===== src/rtl/bqc_pkg.sv =====
package bqc_pkg;

   localparam int SAMPLE_W     = 24;
   localparam int COEF_W       = 32;
   localparam int STATE_W      = 40;
   localparam int COEF_FRAC    = COEF_W - 3;
   localparam int OPCODE_W     = 2;
   localparam int SECTION_W    = 3;
   localparam int SLOT_W       = 3;
   localparam int SEC_IDX_W    = 4;
   localparam int CSR_W        = 4;
   localparam int NUM_COEF     = 5;
   localparam int NUM_ST_WORDS = 2;

   localparam logic [OPCODE_W-1:0] OP_FILTER   = 2'd0;
   localparam logic [OPCODE_W-1:0] OP_COEF_WR  = 2'd1;
   localparam logic [OPCODE_W-1:0] OP_STATE_WR = 2'd2;
   localparam logic [OPCODE_W-1:0] OP_STATE_RD = 2'd3;

   localparam logic [SLOT_W-1:0] SLOT_B0 = 3'd0;
   localparam logic [SLOT_W-1:0] SLOT_B1 = 3'd1;
   localparam logic [SLOT_W-1:0] SLOT_B2 = 3'd2;
   localparam logic [SLOT_W-1:0] SLOT_A1 = 3'd3;
   localparam logic [SLOT_W-1:0] SLOT_A2 = 3'd4;

   localparam logic ST_WORD_FIRST  = 1'b0;
   localparam logic ST_WORD_SECOND = 1'b1;

   // accumulator targets
   localparam logic [1:0] ACC_Y  = 2'd0;
   localparam logic [1:0] ACC_S0 = 2'd1;
   localparam logic [1:0] ACC_S1 = 2'd2;

   typedef enum logic [1:0] {
      RSP_ZERO,
      RSP_SAMPLE,
      RSP_STATE
   } rsp_kind_type;

   typedef struct packed {
      logic [OPCODE_W-1:0]         opcode;
      logic [SECTION_W-1:0]        section_index;
      logic [SLOT_W-1:0]           slot_index;
      logic signed [SAMPLE_W-1:0]  sample_in;
      logic signed [COEF_W-1:0]    coef_value;
      logic signed [STATE_W-1:0]   state_value;
   } req_type;

   typedef struct packed {
      logic signed [SAMPLE_W-1:0]  sample_out;
      logic signed [STATE_W-1:0]   state_out;
   } rsp_type;

   typedef struct packed {
      logic                  mul_go;
      logic                  mul_use_y;
      logic [1:0]            mul_acc;
      logic                  mul_sub;
      logic [SEC_IDX_W-1:0]  sec;
      logic [SLOT_W-1:0]     slot;
      logic                  word;
      logic                  coef_wr;
      logic                  st_wr;
      logic                  st_rd;
      logic                  commit_y;
      logic                  commit_st;
      logic                  x_from_y;
      logic                  rsp_load;
      rsp_kind_type          rsp_kind;
   } cmd_type;

endpackage


===== src/rtl/bqc_ctrl.sv =====
module bqc_ctrl #(
   parameter int MAX_SECTIONS = 8
) (
   input  logic                              clock,
   input  logic                              reset,
   input  logic                              req_valid,
   output logic                              req_stall,
   input  logic [bqc_pkg::OPCODE_W-1:0]      req_opcode,
   input  logic [bqc_pkg::SECTION_W-1:0]     req_section,
   input  logic [bqc_pkg::SLOT_W-1:0]        req_slot,
   output logic                              rsp_valid,
   input  logic                              rsp_stall,
   input  logic                              csr_valid,
   input  logic [bqc_pkg::CSR_W-1:0]         csr_data,
   output bqc_pkg::cmd_type                  cmd
);

   localparam int SEC_W = bqc_pkg::SEC_IDX_W;

   // per-section schedule of the shared multiplier
   localparam logic [3:0] STEP_B0    = 4'd0;
   localparam logic [3:0] STEP_B1    = 4'd1;
   localparam logic [3:0] STEP_B2    = 4'd2;
   localparam logic [3:0] STEP_RD_S0 = 4'd4;
   localparam logic [3:0] STEP_Y     = 4'd5;
   localparam logic [3:0] STEP_A1    = 4'd6;
   localparam logic [3:0] STEP_A2    = 4'd7;
   localparam logic [3:0] STEP_RD_S1 = 4'd10;
   localparam logic [3:0] STEP_S0    = 4'd11;
   localparam logic [3:0] STEP_S1    = 4'd12;

   typedef enum logic [1:0] {
      ST_IDLE,
      ST_FILT,
      ST_OUT,
      ST_PUSH
   } state_type;

   state_type                  state_ff, state_in;
   logic [3:0]                 step_ff, step_in;
   logic [SEC_W-1:0]           sec_ff, sec_in;
   logic [bqc_pkg::CSR_W-1:0]  active_ff, active_in;
   logic                       rsp_valid_ff, rsp_valid_in;
   bqc_pkg::rsp_kind_type      kind_ff, kind_in;
   bqc_pkg::cmd_type           cmd_ff, cmd_in;
   logic [4:0]                 n_eff;
   logic                       sec_ok, last_sec;

   assign n_eff = (5'(active_ff) > 5'(MAX_SECTIONS)) ? 5'(MAX_SECTIONS) : 5'(active_ff);
   assign sec_ok   = 5'(req_section) < 5'(MAX_SECTIONS);
   assign last_sec = (5'(sec_ff) + 5'd1) == n_eff;

   always_comb begin
      state_in     = state_ff;
      step_in      = step_ff;
      sec_in       = sec_ff;
      kind_in      = kind_ff;
      active_in    = active_ff;
      rsp_valid_in = rsp_valid_ff;
      cmd_in       = '0;
      if (csr_valid) begin
         active_in = csr_data;
      end
      if (rsp_valid_ff && !rsp_stall) begin
         rsp_valid_in = 1'b0;
      end
      case (state_ff)
         ST_IDLE: begin
            if (req_valid) begin
               cmd_in.sec  = SEC_W'(req_section);
               cmd_in.slot = req_slot;
               cmd_in.word = req_slot[0];
               state_in    = ST_OUT;
               kind_in     = bqc_pkg::RSP_ZERO;
               case (req_opcode)
                  bqc_pkg::OP_FILTER: begin
                     kind_in = bqc_pkg::RSP_SAMPLE;
                     sec_in  = '0;
                     step_in = STEP_B0;
                     if (n_eff != 5'd0) begin
                        state_in = ST_FILT;
                     end
                  end
                  bqc_pkg::OP_COEF_WR: begin
                     cmd_in.coef_wr = sec_ok && (req_slot < 3'(bqc_pkg::NUM_COEF));
                  end
                  bqc_pkg::OP_STATE_WR: begin
                     cmd_in.st_wr = sec_ok && (req_slot < 3'(bqc_pkg::NUM_ST_WORDS));
                  end
                  bqc_pkg::OP_STATE_RD: begin
                     if (sec_ok && (req_slot < 3'(bqc_pkg::NUM_ST_WORDS))) begin
                        cmd_in.st_rd = 1'b1;
                        kind_in      = bqc_pkg::RSP_STATE;
                     end
                  end
                  default: begin
                  end
               endcase
            end
         end
         ST_FILT: begin
            cmd_in.sec = sec_ff;
            step_in    = step_ff + 4'd1;
            case (step_ff)
               STEP_B0: begin
                  cmd_in.mul_go  = 1'b1;
                  cmd_in.slot    = bqc_pkg::SLOT_B0;
                  cmd_in.mul_acc = bqc_pkg::ACC_Y;
               end
               STEP_B1: begin
                  cmd_in.mul_go  = 1'b1;
                  cmd_in.slot    = bqc_pkg::SLOT_B1;
                  cmd_in.mul_acc = bqc_pkg::ACC_S0;
               end
               STEP_B2: begin
                  cmd_in.mul_go  = 1'b1;
                  cmd_in.slot    = bqc_pkg::SLOT_B2;
                  cmd_in.mul_acc = bqc_pkg::ACC_S1;
               end
               STEP_RD_S0: begin
                  cmd_in.st_rd = 1'b1;
                  cmd_in.word  = bqc_pkg::ST_WORD_FIRST;
               end
               STEP_Y: begin
                  cmd_in.commit_y = 1'b1;
               end
               STEP_A1: begin
                  cmd_in.mul_go    = 1'b1;
                  cmd_in.mul_use_y = 1'b1;
                  cmd_in.mul_sub   = 1'b1;
                  cmd_in.slot      = bqc_pkg::SLOT_A1;
                  cmd_in.mul_acc   = bqc_pkg::ACC_S0;
               end
               STEP_A2: begin
                  cmd_in.mul_go    = 1'b1;
                  cmd_in.mul_use_y = 1'b1;
                  cmd_in.mul_sub   = 1'b1;
                  cmd_in.slot      = bqc_pkg::SLOT_A2;
                  cmd_in.mul_acc   = bqc_pkg::ACC_S1;
               end
               STEP_RD_S1: begin
                  cmd_in.st_rd = 1'b1;
                  cmd_in.word  = bqc_pkg::ST_WORD_SECOND;
               end
               STEP_S0: begin
                  cmd_in.commit_st = 1'b1;
                  cmd_in.word      = bqc_pkg::ST_WORD_FIRST;
               end
               STEP_S1: begin
                  cmd_in.commit_st = 1'b1;
                  cmd_in.word      = bqc_pkg::ST_WORD_SECOND;
                  cmd_in.x_from_y  = 1'b1;
                  step_in          = STEP_B0;
                  if (last_sec) begin
                     state_in = ST_OUT;
                  end else begin
                     sec_in = sec_ff + SEC_W'(1);
                  end
               end
               default: begin
               end
            endcase
         end
         ST_OUT: begin
            // output register free by the next edge
            if (!rsp_valid_ff || !rsp_stall) begin
               cmd_in.rsp_load = 1'b1;
               cmd_in.rsp_kind = kind_ff;
               state_in        = ST_PUSH;
            end
         end
         ST_PUSH: begin
            rsp_valid_in = 1'b1;
            state_in     = ST_IDLE;
         end
         default: begin
            state_in = ST_IDLE;
         end
      endcase
   end

   always_ff @(posedge clock) begin
      if (reset) begin
         state_ff     <= ST_IDLE;
         step_ff      <= STEP_B0;
         sec_ff       <= '0;
         active_ff    <= '0;
         rsp_valid_ff <= 1'b0;
         kind_ff      <= bqc_pkg::RSP_ZERO;
         cmd_ff       <= '0;
      end else begin
         state_ff     <= state_in;
         step_ff      <= step_in;
         sec_ff       <= sec_in;
         active_ff    <= active_in;
         rsp_valid_ff <= rsp_valid_in;
         kind_ff      <= kind_in;
         cmd_ff       <= cmd_in;
      end
   end

   assign req_stall = (state_ff != ST_IDLE);
   assign rsp_valid = rsp_valid_ff;
   assign cmd       = cmd_ff;

endmodule


===== config.mk =====
export PLATFORM = sky130hd
export DESIGN_NAME = bqc_ctrl
export DESIGN_NICKNAME = d
export VERILOG_FILES = /design/src/rtl/bqc_pkg.sv /design/src/rtl/bqc_ctrl.sv
export SDC_FILE = /design/constraint.sdc
export NUM_CORES = 1
export LEC_CHECK = 0
export ABC_AREA = 1
export BUFFER_PORTS_ARGS = -buffer_cell sky130_fd_sc_hd__buf_2
export CAP_MARGIN = 10
export CORE_ASPECT_RATIO = 2
export CORE_MARGIN = 4
export CORE_UTILIZATION = 53
export CTS_CLUSTER_SIZE = 20
export DETAILED_ROUTE_END_ITERATION = 6
export PLACE_DENSITY = 0.81
export SLEW_MARGIN = 5
export SYNTH_ARGS = -nofsm -noshare
export SYNTH_HDL_FRONTEND = slang
export SYNTH_SLANG_ARGS = --single-unit

===== constraint.sdc =====
create_clock -name clock -period 1.8 [get_ports clock]
set_input_delay 0.36 -clock clock [delete_from_list [all_inputs] [get_ports clock]]
set_output_delay 0.36 -clock clock [all_outputs]
set_load 0.01 [all_outputs]

# ---- After elaboration in Yosys (flattened, before gate mapping)
# Cells that the tools add are included.
dict set report word_totals {
  reg_bits 38
  input_bits 17
  word_cells 118
}
dict set report classes {
  add_sub_neg 3
  order_cmp 3
  eq_ne 22
  muxes 36
  bitwise 7
  n_reduce_logical 27
}
# operator count
set op_table {}
lappend op_table {{2-to-1 mux 4 bit} 6}
lappend op_table {{equality test 4 x 3 -> 1 bit, second input constant} 4}
lappend op_table {{case mux 4 bit (2 select lines)} 2}
lappend op_table {{case mux 8 bit (2 select lines)} 1}
lappend op_table {{OR reduction 2 bit} 8}
lappend op_table {{2-to-1 mux 2 bit} 7}
lappend op_table {{2-to-1 mux 1 bit} 13}
lappend op_table {{equality test 4 bit, second input constant} 3}
lappend op_table {{case mux 3 bit (4 select lines)} 1}
lappend op_table {{2-to-1 mux 10 bit} 1}
lappend op_table {{adder 4 x 1 -> 4 bit, second input constant} 2}
lappend op_table {{equality test 2 bit, second input constant} 4}
lappend op_table {{inequality test 2 bit, second input constant} 4}
lappend op_table {{case mux 2 bit (2 select lines)} 2}
lappend op_table {{case mux 2 bit (4 select lines)} 1}
lappend op_table {{OR reduction 4 bit} 2}
lappend op_table {{inverter 1 bit} 7}
lappend op_table {{nonzero test 2 bit} 3}
lappend op_table {{adder 4 x 1 -> 5 bit, second input constant} 1}
lappend op_table {{equality test 5 x 4 -> 1 bit} 1}
lappend op_table {{AND reduction 5 bit} 1}
lappend op_table {{nonzero test 5 bit} 1}
lappend op_table {{OR reduction 5 bit} 1}
lappend op_table {{equality test 2 x 1 -> 1 bit, second input constant} 2}
lappend op_table {{other kinds (17)} 20}

# ---- Longest topological paths before layout
dict set report depth {
  depth_word 7
  depth_mapped 12
  mapped_depth_nobuf 12
}

# ---- Least setup slack after synthesis
# No wires, ideal clock.
dict set report synth_path {
  path_type {register to register}
  startpoint {reg state_ff[0]}
  endpoint {reg state_ff[1]}
  setup_time_ns 0.113
  arrival_time_ns 1.445
  required_ns 1.687
  path_slack_ns 0.242
  path_stages_with_launch 10
  n_path_buf 1
  path_cell_list {dfxtp_1 inv_1 ha_1 buf_4 inv_1 nor2_1 a311oi_4 nand2_2 nor2_1 nor2_1}
}
dict set report synth_between {
  elab_chain_len 3
  elab_cells_between_ends 10
  cone_classes {7 x eq/ne; 1 x mux; 2 x reduce/logical}
}
# element line
set synth_rtl {}
lappend synth_rtl {{from (decl)} bqc_ctrl.sv:39} ;# state_type state_ff, state_in;
lappend synth_rtl {{from (signal assigned)} bqc_ctrl.sv:192} ;# state_ff <= state_in;
lappend synth_rtl {{equality test 2 x 1 -> 1 bit (tied with other cells)} bqc_ctrl.sv:67} ;# case (state_ff)
lappend synth_rtl {{inequality test 2 x 1 -> 1 bit (no line) / inequality test 2 bit (equally long branches)} n/a}
lappend synth_rtl {{AND reduction 4 bit (no line)} n/a}
# Parallel ways exist; a longest one is shown, timed or not.
# A chain may end at the register's enable or synchronous reset.

# ---- Final worst setup path
dict set report layout_path {
  startpoint {reg step_ff[0]}
  endpoint {reg state_ff[1]}
}
dict set report layout_between {
  elab_chain_len 3
}
# element line
set layout_rtl {}
lappend layout_rtl {{from (decl)} bqc_ctrl.sv:40} ;# logic [3:0] step_ff, step_in;
lappend layout_rtl {{from (signal assigned)} bqc_ctrl.sv:193} ;# step_ff <= step_in;
lappend layout_rtl {{equality test 4 bit} bqc_ctrl.sv:104} ;# case (step_ff)
lappend layout_rtl {{inequality test 2 x 1 -> 1 bit (no line)} n/a}
lappend layout_rtl {{AND reduction 4 bit (no line)} n/a}
# Every way passes these cells.

==> reports/results.txt <==
status - finished clean
final setup vio count - 0
setup skew after layout - 4.79 ps
DIE WIDTH - 49.2 microns
path depth of the worst reg2reg path - 9
top-area cell type share of the netlist area - 42.3%
slew at the pin with the worst max-slew slack - 306 ps
Commonest cells post-synth - 50 x sky130_fd_sc_hd__nand2_1, 38 x sky130_fd_sc_hd__dfxtp_1, 30 x sky130_fd_sc_hd__nor2_1
share of synthesized area occupied by flip-flops and latches - 42.3%
worst supply voltage drop on vdd - 0.851 mV
clock tree from TritonCTS - built
area overhead of the layout relative to synthesis - 22.0%
worst setup slack after placement - 153 ps
Setup TNS - 0 ps
Setup CP Type - register to register
most used flip-flop cell after synthesis - sky130_fd_sc_hd__dfxtp_1
number of stages on the worst hold path - 2
Max Buffers Root-to-Sink - 2
number of antenna violations at the first check in global routing - 0
number of detailed-route iterations in the first pass - 4
final core utilization - 68.0%
startpoint types - register
worst hold endpoint - cmd[8]
Num CTS Buffers - 5
nets@finish - 313
cell taking the most area after synthesis - sky130_fd_sc_hd__dfxtp_1
clk_lat worst skew - 290 ps
mean number of vias per cell - 5.50
Post-synth ARST share - 0%
setup slack of the critical path after layout - 153 ps
GRT Total Usage - 21.1%
r2r endpoint - state_ff[1]
data required time of the worst path - 1990 ps
Filler cells - 278
Worst R2R Start - step_ff[0]
vertical extent of the die - 90.4 microns
layout cell share with drive strength beyond 1 - 26.4%
power per standard cell area - 1180 nW/um^2
most frequently used cell type in the post-synthesis netlist - sky130_fd_sc_hd__nand2_1
period utilization - 91.5%
count of boundary I/O pins - 41
area inside the core boundary - 3230 sq um
Final Hold Violating Endpoints - 0
number of maximum-capacitance constraint violations - 0
class of the worst hold path - input pin to register
syn_area_per_cell - 7.50 sq um
EDFF count, synth - 0
number of pins with negative max-slew slack in the final report - 0
RSZ-0062 raised after global routing - false
startpoint of the most critical hold path - req_opcode[1]
Syn Nets - 266
data arrival time at the worst-slack endpoint - 1840 ps
count of state elements after synthesis - 38
clock transition at the register clock pins on the worst setup and hold paths after CTS - 80 ps
Routed Antenna Nets - 0
final routed wire length divided by cell count - 13.6 microns
Gate Count Post-Synth - 240
Achievable Freq - 607 MHz
largest net degree at the start of global routing - 17
final routed DRC violation total - 0
starting density of the core - 55.7%
TritonCTS Sinks - 38
cell at the root of the clock tree - sky130_fd_sc_hd__clkbuf_8
hold_buf cts - 0
half-perimeter wire length after detailed placement - 3390 microns
maximum fanout along the worst path - 5
Die Area - 4450 sq um
final wirelength - 4350 microns
shortest clock period the worst path allows after layout - 1650 ps
Post-Syn Area - 1800 sq um
R2R Setup Slk - 150 ps
number of buffers inserted by port buffering - 40
count of H-tree levels built during CTS - 2
via count of the first global-routing pass - 1751
count of inserted antenna diode cells - 0
number of unique standard cell types used by synthesis - 28
crit path capture type - register
Remaining Overflow, GRT - 0
routability cong. - 0.953
iteration-0 DRC count of the detailed router - 42
first-pass GRT wire length - 7380 microns
leakage power - 1.00 nW
vias post-DR - 1754
Synth area leaders - sky130_fd_sc_hd__dfxtp_1 42%, sky130_fd_sc_hd__nand2_1 10%, sky130_fd_sc_hd__a21oi_1 7.0%, sky130_fd_sc_hd__ha_1 6.3%, sky130_fd_sc_hd__nor2_1 6.3%
Warnings, synthesis - 0
Rows - 29
headroom to the max-slew limit - 79.6%
critical path, stage by stage, from the launching register on:
cell	delay (ps)
sky130_fd_sc_hd__dfxtp_1	370
sky130_fd_sc_hd__inv_1	120
sky130_fd_sc_hd__ha_1	220
sky130_fd_sc_hd__nand3_2	130
sky130_fd_sc_hd__nand2_2	110
sky130_fd_sc_hd__inv_2	60
sky130_fd_sc_hd__a311oi_4	280
sky130_fd_sc_hd__nand2_2	100
sky130_fd_sc_hd__nor2_1	100
sky130_fd_sc_hd__nor2_1	50
cells in the final DEF (no fill, tap or decap), drive strengths merged, types with 2 or more instances in the layout:
| cell type | count |
|---|---|
| nand2 | 56 |
| buf | 48 |
| dfxtp | 38 |
| nor2 | 31 |
| inv | 27 |
| a21oi | 25 |
| nand3 | 17 |
| o21ai | 11 |
| ha | 9 |
| nand4 | 6 |
| nor3 | 5 |
| clkbuf | 5 |
| bufinv | 2 |
routing by layer:
layer  GRT usage, %  vias up  wire length, microns
met1           17.0      797                  1380
met2           41.8       63                  2580
li1               -      873                     -
met4           15.9        0                   205
met3           3.64       21                   180
met5              0        -                     0
per-stage QoR:
step | hold slack (ps) | area [sq um] | total power [mW] | std cells
floorplan | 408 | 1800 | 1.51 | 240
global placement | 431 | 2040 | 1.71 | 311
detailed placement | 424 | 2040 | 1.72 | 311
CTS | 266 | 2180 | 2.59 | 319
global route | 278 | 2190 | 2.73 | 319
finish | 281 | 2190 | 2.58 | 319
timing repair:
item | in CTS | in global routing
setup buffers | 0 | 0
resized for setup | 0 | 1
setup endpoints to repair | 0 | 1
flip-flops by register name, summed over array words and instances, names as in the netlist:
name / cells
state_ff: 2
active_ff: 4
step_ff: 4
sec_ff: 4
rsp_valid: 1
cmd: 21
kind_ff: 2
cell type report:
cell class              count  area [sq um]  area share (%)
clock buffers               5          68.8            3.14
well taps                  31          38.8            1.77
inverters                  27           101            4.62
flip-flops and latches     38           761            34.7
repair buffers             48           260            11.9
multi-input cells         167           896            40.8
clock inverters             3          68.8            3.14
how the worst max path moves through the flow:
stage	start	to	slack, ps	cells past startpoint
floorplan	state_ff[0]	state_ff[1]	240	9
CTS	sec_ff[1]	state_ff[1]	140	10
global route	state_ff[0]	req_stall	40	4
finish	step_ff[0]	state_ff[1]	150	9
detailed placement	sec_ff[1]	state_ff[1]	150	9
global placement	sec_ff[1]	state_ff[1]	140	9
logic make-up after synthesis:
family	after synthesis	synth area share (%)
DFF	38	42.3
AOI/OAI and AO/OA	40	13.5
adders and majority gates	9	6.26
and+or+nand+nor	118	29.3
buffers and inverters	35	8.62
where the power goes:
part / internal [mW] / switching, mW / leakage [nW]
logic: 0.285 / 0.471 / 0.627
registers: 0.915 / 0.0455 / 0.309
clock network: 0.555 / 0.312 / 0.0683
total: 1.76 / 0.828 / 1.00
No activity file was read; power rests on OpenSTA's default activity.
